<file path="src/flm_pkg.sv">
// Shared types and constants for the FIFO lock manager.
`timescale 1ns / 1ps

package flm_pkg;

	localparam int NUM_RESOURCES_DEF = 16;
	localparam int QUEUE_DEPTH_DEF   = 8;

	localparam int ACTION_W    = 3;
	localparam int CLIENT_W    = 8;
	localparam int RES_FIELD_W = 4;
	localparam int VALUE_W     = 32;
	localparam int RES_CODES   = 2 ** RES_FIELD_W;

	localparam logic [ACTION_W-1:0] ACT_LOCK   = 3'd0;
	localparam logic [ACTION_W-1:0] ACT_WRITE  = 3'd1;
	localparam logic [ACTION_W-1:0] ACT_READ   = 3'd2;
	localparam logic [ACTION_W-1:0] ACT_UNLOCK = 3'd3;

	typedef enum logic [3:0] {
		ST_GRANTED       = 4'd0,
		ST_WRITE_OK      = 4'd1,
		ST_WRITE_DENIED  = 4'd2,
		ST_READ_OK       = 4'd3,
		ST_READ_DENIED   = 4'd4,
		ST_UNLOCKED      = 4'd5,
		ST_UNLOCK_DENIED = 4'd6,
		ST_UNKNOWN_OP    = 4'd7,
		ST_QUEUE_FULL    = 4'd8
	} status_t;

	typedef struct packed {
		logic [ACTION_W-1:0]    action;
		logic [CLIENT_W-1:0]    client_id;
		logic [RES_FIELD_W-1:0] resource_id;
		logic [VALUE_W-1:0]     write_value;
	} req_t;

	typedef struct packed {
		logic [CLIENT_W-1:0] dest_client;
		status_t             status;
		logic [VALUE_W-1:0]  read_value;
		logic                last;
	} rsp_t;

	typedef enum logic [2:0] {
		FSM_CLEAR,
		FSM_IDLE,
		FSM_LOOK,
		FSM_EMIT,
		FSM_GRANT
	} fsm_t;

endpackage

</file>
<file path="src/flm_chan_if.sv">
// Valid/ready channel carrying one item of type T.
`timescale 1ns / 1ps

interface flm_chan_if #(
	parameter type T = logic
) ();
	logic valid;
	logic ready;
	T     data;

	modport source (output valid, output data, input ready);
	modport sink   (input valid, input data, output ready);
endinterface

</file>
<file path="src/flm_ram.sv">
// Generic single-write, single-read RAM with registered read data.
`timescale 1ns / 1ps

module flm_ram #(
	parameter int WIDTH = 8,
	parameter int DEPTH = 16,
	localparam int AW = (DEPTH > 1) ? $clog2(DEPTH) : 1
) (
	input  logic             clk,
	input  logic             wr_en,
	input  logic [AW-1:0]    wr_addr,
	input  logic [WIDTH-1:0] wr_data,
	input  logic             rd_en,
	input  logic [AW-1:0]    rd_addr,
	output logic [WIDTH-1:0] rd_data
);
	logic [WIDTH-1:0] mem [DEPTH];

	always_ff @(posedge clk) begin
		if (wr_en) begin
			mem[wr_addr] <= wr_data;
		end
		if (rd_en) begin
			rd_data <= mem[rd_addr];
		end
	end
endmodule

</file>
<file path="src/fifo_lock_manager_unit.sv">
// Top level of the FIFO lock manager: record memory, waiter memory and control.
`timescale 1ns / 1ps

// Per-resource owner, value, queue head and count live in one record RAM; the
// waiting clients live in a second RAM, QUEUE_DEPTH slots per resource. An
// item is accepted with its record read, then the record read-modify-write
// and reply follow; an unlock that hands the lock to a waiter adds a GRANT
// state for the waiter RAM read data and the second reply. A full output
// register stalls the reply until it drains. After reset a clearing pass
// over all NUM_RESOURCES records zeroes the record RAM, during which no
// request is accepted. Resource ids are taken modulo NUM_RESOURCES.
module fifo_lock_manager_unit #(
	parameter int NUM_RESOURCES = flm_pkg::NUM_RESOURCES_DEF,
	parameter int QUEUE_DEPTH   = flm_pkg::QUEUE_DEPTH_DEF
) (
	input logic         clk,
	input logic         arst_n,
	flm_chan_if.sink    req,
	flm_chan_if.source  rsp
);
	localparam int RIDX_W  = (NUM_RESOURCES > 1) ? $clog2(NUM_RESOURCES) : 1;
	localparam int QIDX_W  = (QUEUE_DEPTH > 1) ? $clog2(QUEUE_DEPTH) : 1;
	localparam int CNT_W   = $clog2(QUEUE_DEPTH + 1);
	localparam int SUM_W   = CNT_W + 1;
	localparam int WDEPTH  = NUM_RESOURCES * QUEUE_DEPTH;
	localparam int WADDR_W = (WDEPTH > 1) ? $clog2(WDEPTH) : 1;

	typedef struct packed {
		logic                         owned;
		logic [flm_pkg::CLIENT_W-1:0] owner;
		logic [QIDX_W-1:0]            head;
		logic [CNT_W-1:0]             count;
		logic [flm_pkg::VALUE_W-1:0]  value;
	} rec_t;

	localparam int REC_W = $bits(rec_t);

	flm_pkg::fsm_t state_q, state_d;

	logic [RIDX_W-1:0]            rmod_tab [flm_pkg::RES_CODES];
	logic [RIDX_W-1:0]            clr_q;
	logic [flm_pkg::ACTION_W-1:0] act_q;
	logic [flm_pkg::CLIENT_W-1:0] cli_q;
	logic [RIDX_W-1:0]            r_q;
	logic [flm_pkg::VALUE_W-1:0]  wv_q;
	flm_pkg::rsp_t                pend_q;
	logic                         grant_q;
	rec_t                         upd_q;
	logic                         out_valid_q;
	flm_pkg::rsp_t                out_data_q;

	rec_t                         rec_rd;
	logic                         rec_re, rec_we;
	logic [RIDX_W-1:0]            rec_waddr;
	rec_t                         rec_wdata;
	logic [flm_pkg::CLIENT_W-1:0] wt_rd;
	logic                         wt_we, wt_re;

	flm_pkg::rsp_t                dec_rsp;
	logic                         dec_has_rsp, dec_rec_we, dec_wt_we, dec_wt_re, dec_grant;
	rec_t                         dec_rec;
	logic                         is_owner;
	logic [SUM_W-1:0]             tail_sum;
	logic [QIDX_W-1:0]            tail, head_nx;
	logic [WADDR_W-1:0]           wt_addr;

	logic                         slot_free, load_out;
	flm_pkg::rsp_t                out_d;

	for (genvar i = 0; i < flm_pkg::RES_CODES; i++) begin : g_rmod
		assign rmod_tab[i] = RIDX_W'(i % NUM_RESOURCES);
	end

	flm_ram #(.WIDTH(REC_W), .DEPTH(NUM_RESOURCES)) u_rec_ram (
		.clk     (clk),
		.wr_en   (rec_we),
		.wr_addr (rec_waddr),
		.wr_data (rec_wdata),
		.rd_en   (rec_re),
		.rd_addr (rmod_tab[req.data.resource_id]),
		.rd_data (rec_rd)
	);

	flm_ram #(.WIDTH(flm_pkg::CLIENT_W), .DEPTH(WDEPTH)) u_wait_ram (
		.clk     (clk),
		.wr_en   (wt_we),
		.wr_addr (wt_addr),
		.wr_data (cli_q),
		.rd_en   (wt_re),
		.rd_addr (wt_addr),
		.rd_data (wt_rd)
	);

	// queue arithmetic
	always_comb begin
		is_owner = rec_rd.owned && (rec_rd.owner == cli_q);
		tail_sum = SUM_W'(rec_rd.head) + SUM_W'(rec_rd.count);
		if (tail_sum >= SUM_W'(QUEUE_DEPTH)) begin
			tail_sum = tail_sum - SUM_W'(QUEUE_DEPTH);
		end
		tail = QIDX_W'(tail_sum);
		head_nx = (rec_rd.head == QIDX_W'(QUEUE_DEPTH - 1)) ? '0 : QIDX_W'(rec_rd.head + 1'b1);
		wt_addr = WADDR_W'(r_q) * WADDR_W'(QUEUE_DEPTH)
			+ WADDR_W'((act_q == flm_pkg::ACT_UNLOCK) ? rec_rd.head : tail);
	end

	// request decode against the fetched record
	always_comb begin
		dec_rsp.dest_client = cli_q;
		dec_rsp.status      = flm_pkg::ST_UNKNOWN_OP;
		dec_rsp.read_value  = '0;
		dec_rsp.last        = 1'b1;
		dec_has_rsp         = 1'b1;
		dec_rec_we          = 1'b0;
		dec_rec             = rec_rd;
		dec_wt_we           = 1'b0;
		dec_wt_re           = 1'b0;
		dec_grant           = 1'b0;
		case (act_q)
			flm_pkg::ACT_LOCK: begin
				if (!rec_rd.owned) begin
					dec_rec.owned  = 1'b1;
					dec_rec.owner  = cli_q;
					dec_rec_we     = 1'b1;
					dec_rsp.status = flm_pkg::ST_GRANTED;
				end else if (rec_rd.count >= CNT_W'(QUEUE_DEPTH)) begin
					dec_rsp.status = flm_pkg::ST_QUEUE_FULL;
				end else begin
					dec_rec.count = CNT_W'(rec_rd.count + 1'b1);
					dec_rec_we    = 1'b1;
					dec_wt_we     = 1'b1;
					dec_has_rsp   = 1'b0;
				end
			end
			flm_pkg::ACT_WRITE: begin
				if (is_owner) begin
					dec_rec.value  = wv_q;
					dec_rec_we     = 1'b1;
					dec_rsp.status = flm_pkg::ST_WRITE_OK;
				end else begin
					dec_rsp.status = flm_pkg::ST_WRITE_DENIED;
				end
			end
			flm_pkg::ACT_READ: begin
				if (is_owner) begin
					dec_rsp.status     = flm_pkg::ST_READ_OK;
					dec_rsp.read_value = rec_rd.value;
				end else begin
					dec_rsp.status = flm_pkg::ST_READ_DENIED;
				end
			end
			flm_pkg::ACT_UNLOCK: begin
				if (!is_owner) begin
					dec_rsp.status = flm_pkg::ST_UNLOCK_DENIED;
				end else if (rec_rd.count != '0) begin
					dec_rec.head   = head_nx;
					dec_rec.count  = CNT_W'(rec_rd.count - 1'b1);
					dec_wt_re      = 1'b1;
					dec_grant      = 1'b1;
					dec_rsp.status = flm_pkg::ST_UNLOCKED;
					dec_rsp.last   = 1'b0;
				end else begin
					dec_rec.owned  = 1'b0;
					dec_rec.owner  = '0;
					dec_rec_we     = 1'b1;
					dec_rsp.status = flm_pkg::ST_UNLOCKED;
				end
			end
			default: begin
				dec_rsp.status = flm_pkg::ST_UNKNOWN_OP;
			end
		endcase
	end

	assign slot_free = !out_valid_q || rsp.ready;

	// next state
	always_comb begin
		state_d = state_q;
		case (state_q)
			flm_pkg::FSM_CLEAR: begin
				if (clr_q == RIDX_W'(NUM_RESOURCES - 1)) begin
					state_d = flm_pkg::FSM_IDLE;
				end
			end
			flm_pkg::FSM_IDLE: begin
				if (req.valid) begin
					state_d = flm_pkg::FSM_LOOK;
				end
			end
			flm_pkg::FSM_LOOK: begin
				if (!dec_has_rsp) begin
					state_d = flm_pkg::FSM_IDLE;
				end else if (!slot_free) begin
					state_d = flm_pkg::FSM_EMIT;
				end else if (dec_grant) begin
					state_d = flm_pkg::FSM_GRANT;
				end else begin
					state_d = flm_pkg::FSM_IDLE;
				end
			end
			flm_pkg::FSM_EMIT: begin
				if (slot_free) begin
					state_d = grant_q ? flm_pkg::FSM_GRANT : flm_pkg::FSM_IDLE;
				end
			end
			flm_pkg::FSM_GRANT: begin
				if (slot_free) begin
					state_d = flm_pkg::FSM_IDLE;
				end
			end
			default: begin
				state_d = flm_pkg::FSM_IDLE;
			end
		endcase
	end

	// outputs
	always_comb begin
		req.ready = 1'b0;
		rec_re    = 1'b0;
		rec_we    = 1'b0;
		rec_waddr = r_q;
		rec_wdata = dec_rec;
		wt_we     = 1'b0;
		wt_re     = 1'b0;
		load_out  = 1'b0;
		out_d     = dec_rsp;
		case (state_q)
			flm_pkg::FSM_CLEAR: begin
				rec_we    = 1'b1;
				rec_waddr = clr_q;
				rec_wdata = '0;
			end
			flm_pkg::FSM_IDLE: begin
				req.ready = 1'b1;
				rec_re    = req.valid;
			end
			flm_pkg::FSM_LOOK: begin
				rec_we   = dec_rec_we;
				wt_we    = dec_wt_we;
				wt_re    = dec_wt_re;
				load_out = dec_has_rsp && slot_free;
			end
			flm_pkg::FSM_EMIT: begin
				load_out = slot_free;
				out_d    = pend_q;
			end
			flm_pkg::FSM_GRANT: begin
				load_out              = slot_free;
				out_d.dest_client     = wt_rd;
				out_d.status          = flm_pkg::ST_GRANTED;
				out_d.read_value      = '0;
				out_d.last            = 1'b1;
				rec_we                = slot_free;
				rec_wdata             = upd_q;
				rec_wdata.owned       = 1'b1;
				rec_wdata.owner       = wt_rd;
			end
			default: begin
				load_out = 1'b0;
			end
		endcase
	end

	always_ff @(posedge clk or negedge arst_n) begin
		if (!arst_n) begin
			state_q     <= flm_pkg::FSM_CLEAR;
			clr_q       <= '0;
			out_valid_q <= 1'b0;
			grant_q     <= 1'b0;
		end else begin
			state_q <= state_d;
			if (state_q == flm_pkg::FSM_CLEAR) begin
				clr_q <= RIDX_W'(clr_q + 1'b1);
			end
			if (load_out) begin
				out_valid_q <= 1'b1;
			end else if (rsp.ready) begin
				out_valid_q <= 1'b0;
			end
			if (state_q == flm_pkg::FSM_LOOK) begin
				grant_q <= dec_grant;
			end
		end
	end

	always_ff @(posedge clk) begin
		if (req.valid && req.ready) begin
			act_q <= req.data.action;
			cli_q <= req.data.client_id;
			r_q   <= rmod_tab[req.data.resource_id];
			wv_q  <= req.data.write_value;
		end
		if (state_q == flm_pkg::FSM_LOOK) begin
			pend_q <= dec_rsp;
			upd_q  <= dec_rec;
		end
		if (load_out) begin
			out_data_q <= out_d;
		end
	end

	assign rsp.valid = out_valid_q;
	assign rsp.data  = out_data_q;
endmodule

</file>
<file path="src/flat_wrapper.sv">
// flat-port wrapper written by rule: the top's interface ports become plain ports
module fifo_lock_manager_unit_flat import flm_pkg::*;
#(
	parameter int NUM_RESOURCES = flm_pkg::NUM_RESOURCES_DEF,
	parameter int QUEUE_DEPTH   = flm_pkg::QUEUE_DEPTH_DEF
)
  (clk, arst_n, req_valid, req_data, req_ready, rsp_valid, rsp_data, rsp_ready);
  flm_chan_if #(.T(req_t)) req_i ();
  flm_chan_if #(.T(rsp_t)) rsp_i ();
  input logic clk;
  input logic arst_n;
  input wire logic [$bits(req_i.valid)-1:0] req_valid;
  input wire logic [$bits(req_i.data)-1:0] req_data;
  output wire logic [$bits(req_i.ready)-1:0] req_ready;
  output wire logic [$bits(rsp_i.valid)-1:0] rsp_valid;
  output wire logic [$bits(rsp_i.data)-1:0] rsp_data;
  input wire logic [$bits(rsp_i.ready)-1:0] rsp_ready;
  assign req_i.valid = req_valid;
  assign req_i.data = req_data;
  assign req_ready = req_i.ready;
  assign rsp_valid = rsp_i.valid;
  assign rsp_data = rsp_i.data;
  assign rsp_i.ready = rsp_ready;
  fifo_lock_manager_unit #(.NUM_RESOURCES(NUM_RESOURCES), .QUEUE_DEPTH(QUEUE_DEPTH)) u_core (.clk(clk), .arst_n(arst_n), .req(req_i), .rsp(rsp_i));
endmodule
</file>
<file path="config.mk">
export PLATFORM = sky130hd
export DESIGN_NAME = fifo_lock_manager_unit_flat
export DESIGN_NICKNAME = d
export VERILOG_FILES = /design/src/flm_pkg.sv /design/src/flm_chan_if.sv /design/src/flm_ram.sv /design/src/fifo_lock_manager_unit.sv /design/src/flat_wrapper.sv
export SDC_FILE = /design/constraint.sdc
export NUM_CORES = 2
export LEC_CHECK = 0
export BUFFER_PORTS_ARGS = -buffer_cell sky130_fd_sc_hd__buf_2
export CAP_MARGIN = 5
export CORE_ASPECT_RATIO = 1.75
export CORE_MARGIN = 4
export CORE_UTILIZATION = 40
export CTS_BUF_LIST = sky130_fd_sc_hd__clkbuf_4 sky130_fd_sc_hd__clkbuf_8 sky130_fd_sc_hd__clkbuf_16
export DETAILED_ROUTE_END_ITERATION = 8
export PLACE_DENSITY_LB_ADDON = 0.3
export SYNTH_ARGS = -nofsm -noshare
export SYNTH_HDL_FRONTEND = slang
export SYNTH_SLANG_ARGS = --single-unit
</file>
<file path="constraint.sdc">
create_clock -name clk -period 9.5 [get_ports clk]
set_clock_uncertainty 0.2 [all_clocks]
set_input_delay 1.9 -clock clk [delete_from_list [all_inputs] [get_ports clk]]
set_output_delay 1.9 -clock clk [all_outputs]
set_load 0.01 [all_outputs]
</file>
==> qor.log <==
qor: grt.grt.overflow.total 0
qor: clock_network.post-cts-setup-buffers 0
qor: pwr.share_clk_of_total_power 29.6%
qor: sta.timing.final.crit_period 5.853 ns
qor: die.floorplan.initialDensity 40.22%
qor: clock_network.cts_tree built
qor: yosys.postSynth.topFlopCell edfxtp_1
qor: yosys.synth-simple-area-share 7.187%
qor: clock_network.numCtsBuffers 177
qor: clock_network.clkSlewWorstSetupHoldPaths 0.07 ns
qor: yosys.ys_warn_count 0
qor: yosys.synth_cell_types 69
qor: pwr.intPower 16.81 mW
qor: sta.max_freq 0.1708 GHz
qor: yosys.synthesis.nets 4,783
qor: clock_network.postCtsHoldBufs 0
qor: grt.globalRouteTotalUtil 20.08%
qor: worst_hold_path.hold_path_class register to register
qor: finish.layout.cell_area.non_filler 89,310 um^2
qor: detailed_routing.drt_first_pass_iters 5
qor: finish.post_route_utilization 44.76%
qor: grt.first_pass_grt_wire_length 308.2 mm
qor: yosys.syn_avg_cell_area 16.98 um^2
qor: die.die-height 600.5 um
qor: sta.grt_setup_unrepaired no
qor: placement.placed_cell_area 83,630 um^2
qor: die.design.die.area 208,100 um^2
qor: detailed_routing.final_antenna_net_count 0
qor: detailed_routing.post-route-drc-count 0
qor: yosys.commonest_cells_in_the_netlist edfxtp_1, nand2_1, mux4_2
qor: pwr.power.share.switching 31.00%
qor: sta.worst_slack 3.647 ns
qor: finish.multiInputGateArea 17,800 um^2
qor: sta.number_of_failing_setup_endpoints_in_the_final_timing_report 0
qor: job.max_cap_viols 0
qor: grt.grt_start_max_net_pins 172
qor: yosys.proportion_of_synthesized_chip_area_in_sequential_cells 76.01%
qor: setup_path.setup.worst_path.class register to register
qor: yosys.synth-adder-area-share 0.1185%
qor: sta.aggregate_negative_setup_slack 0 ns
qor: placement.place_ws 3.614 ns
qor: detailed_routing.vias 42,900
qor: pwr.total_power 24.36 mW
qor: detailed_routing.number_of_drc_markers_after_the_initial_detailed_route_iteration 3,868
qor: pwr.power_switching 7.550 mW
qor: yosys.share_of_the_synthesized_area_in_compound_gates_ao_oa_aoi_oai 5.661%
qor: placement.finalWeightedCongestion 0.8658
qor: pwr.pwr_density_cell 272.7 nW/um^2
qor: pwr.part_of_the_power_in_registers 47.8%
qor: yosys.post_synth_xor_area_fraction 0.1419%
qor: yosys.synth-edff-count 2,024
qor: finish.filler_cell_count 17,220
qor: sta.tightest_slew 1.340 ns
qor: sta.layout_worst_path_cycle_share 61.61%
qor: clock_network.clk-insertion-delay-late 0.81 ns
qor: clock_network.clock_path_buffers 4
qor: yosys.share_of_cell_area_taken_by_muxes_after_synthesis 8.734%
qor: pwr.share_comb_of_total_power 22.5%
qor: sta.final_max_slew_viol_count 0
qor: yosys.synth_top_area_share 75.73%
qor: grt.grt_antenna_before_repair 13
qor: clock_network.cts-htree-levels 4
qor: detailed_routing.post_drt_via_cell_ratio 5.686
qor: placement.io_buffers 97
qor: setup_path.timing.critical_path.arrival 6.09 ns
qor: yosys.synth_largest_area_cell edfxtp_1
qor: pwr.p_leak 28.52 nW
qor: finish.nets 4,847
qor: yosys.yosys-top-cells-area edfxtp_1, mux4_2, nand2_1, mux2i_1, nand3_1
qor: setup_path.worst_setup_path_end_kind register
qor: yosys.synthArstFlopShare 0.4427%
qor: yosys.synthMostInstantiatedCell edfxtp_1
qor: yosys.synthesis_stage_register_bit_count 2,033
qor: yosys.combinational_family_with_the_most_area_after_synthesis multiplexers
qor: sta.timing.final.hold_violations 0
qor: pwr.ir_worst_vdd 245.8 uV
qor: sta.slew-limit-headroom 9.852%
qor: clock_network.cts.repair.resized 0
qor: detailed_routing.routed_len_inst 28.32 um
qor: finish.layout.area.seq 61,000 um^2
qor: detailed_routing.finalWirelength 213.6 mm
qor: setup_path.crit_path_max_fanout 114
qor: clock_network.tritoncts_sink_count 2,033
qor: yosys.mappedNetlistArea 80,250 um^2
qor: die.rows 217
qor: finish.area_growth 11.29%
qor: die.fp.dieW 346.6 um
qor: run_status.outcome finished clean
qor: finish.final_layout_size_suffix_gt1_share 17.26%
qor: yosys.synthesis.instances 4,725
qor: clock_network.cts-root-buf clkbuf_16
qor: placement.place.detailed.hpwl 128.4 mm
qor: setup_path.worst_setup_path_start_kind register
qor: setup_path.cp.required 9.73 ns
qor: die.core_outline_area 199,600 um^2
qor: die.ios 98
qor: grt.grt_pass1_vias 44,000
## sequential cells by signal, indices dropped and copies added (netlist names), 3 cells and up
| name | count |
|---|---|
| u_core.state_q | 3 |
| u_core.rsp.data | 45 |
| u_core.u_wait_ram.mem | 1024 |
| u_core.act_q | 3 |
| u_core.u_rec_ram.rd_data | 48 |
| u_core.upd_q | 39 |
| u_core.u_rec_ram.mem | 768 |
| u_core.clr_q | 4 |
| u_core.wv_q | 32 |
| u_core.r_q | 4 |
| u_core.u_wait_ram.rd_data | 8 |
| u_core.cli_q | 8 |
| u_core.pend_q | 45 |
## cell families (layout without fill, tap and decap cells)
group	Yosys count	count (layout)
AOI/OAI and AO/OA	591	591
and+or+nand+nor	1316	1316
xor gates and xnor gates	13	13
muxes	396	396
other	0	3
buffers and inverters	369	557
adders and majority gates	7	7
DFF	2033	2033
## per-layer routing
metal	vias to the layer above	share of wire [%]	track usage [%]
met4	6	6.9	11.78
met2	1427	53	36.49
met1	22360	35	22.54
met3	454	4.8	2.528
li1	18650	-	-
met5	-	0.022	0
## cell usage in the layout, fill, tap and decap left out, types with 17 or more instances in the layout
master / netlist / layout
mux4_2: 240 / 240
inv_1: 69 / 68
nor2_1: 202 / 182
clkbuf_4: 0 / 36
bufinv_16: 0 / 17
clkinv_1: 1 / 33
buf_4: 21 / 79
mux2_2: 34 / 34
nand4_1: 34 / 34
clkinv_2: 0 / 25
edfxtp_1: 2024 / 2024
a211oi_1: 144 / 144
a22o_1: 36 / 36
a311oi_1: 47 / 47
nor2b_1: 22 / 22
a221oi_1: 32 / 32
nand2_1: 719 / 719
nand3_1: 224 / 216
a32oi_1: 50 / 50
and2_1: 43 / 41
a31oi_1: 41 / 41
mux2i_1: 122 / 122
a21oi_1: 144 / 144
clkbuf_16: 0 / 181
buf_2: 127 / 93
o21ai_0: 23 / 23
nor2_4: 1 / 20
## through the flow
| stage | instances | hold slack (ns) |
|---|---|---|
| 5_1_grt | 7542 | 0.3341 |
| 4_1_cts | 7540 | 0.3123 |
| 2_1_floorplan | 4725 | 0.2673 |
| 3_5_place_dp | 7237 | 0.2896 |
| 6_report | 7544 | 0.3155 |
| 3_3_place_gp | 7237 | 0.2945 |
## power groups by stage
stage                     Sequential, mW  Clock [mW]  Combinational (mW)
after floorplan                     11.9           0                3.27
after global placement              11.8           0                5.43
after detailed placement            11.8           0                5.53
after CTS                           11.7        7.33                5.54
after global routing                11.7        7.70                5.86
final                               11.7        7.21                5.49
## critical path, cell delays in order (launching register included)
cell and delay [ns]:
edfxtp_1 0.84, buf_12 0.47, xnor2_1 0.19, nand4_1 0.26
nor4_4 0.28, buf_4 0.56, a221oi_1 0.13, o41ai_2 0.56
nand2_1 0.42, nor2_4 0.67, buf_4 0.67
## area by class of cell
class / instances / share of cell area, %
Sequential cell: 2033 / 68.30
Multi-Input combinational cell: 2323 / 19.92
Clock buffer: 217 / 5.374
Tap cell: 2628 / 3.682
Timing Repair Buffer: 184 / 1.442
Clock inverter: 86 / 0.9694
Inverter: 70 / 0.2970
Antenna cell: 3 / 0.008405
## worst paths after layout
check,startpoint,end,slack [ns],cells after the start
worst max-delay path,u_core.cli_q[6],u_core.u_rec_ram.mem[11][12],3.65,10
worst min-delay path,u_core.grant_q,u_core.grant_q,0.32,1
worst max register to register,u_core.cli_q[6],u_core.u_rec_ram.mem[11][12],3.65,10
worst min register to register,u_core.grant_q,u_core.grant_q,0.32,1
max in group asynchronous,arst_n,u_core.state_q[2],8.14,1
min in group asynchronous,arst_n,u_core.clr_q[2],0.74,1
Power figures use the tool's default switching activity.
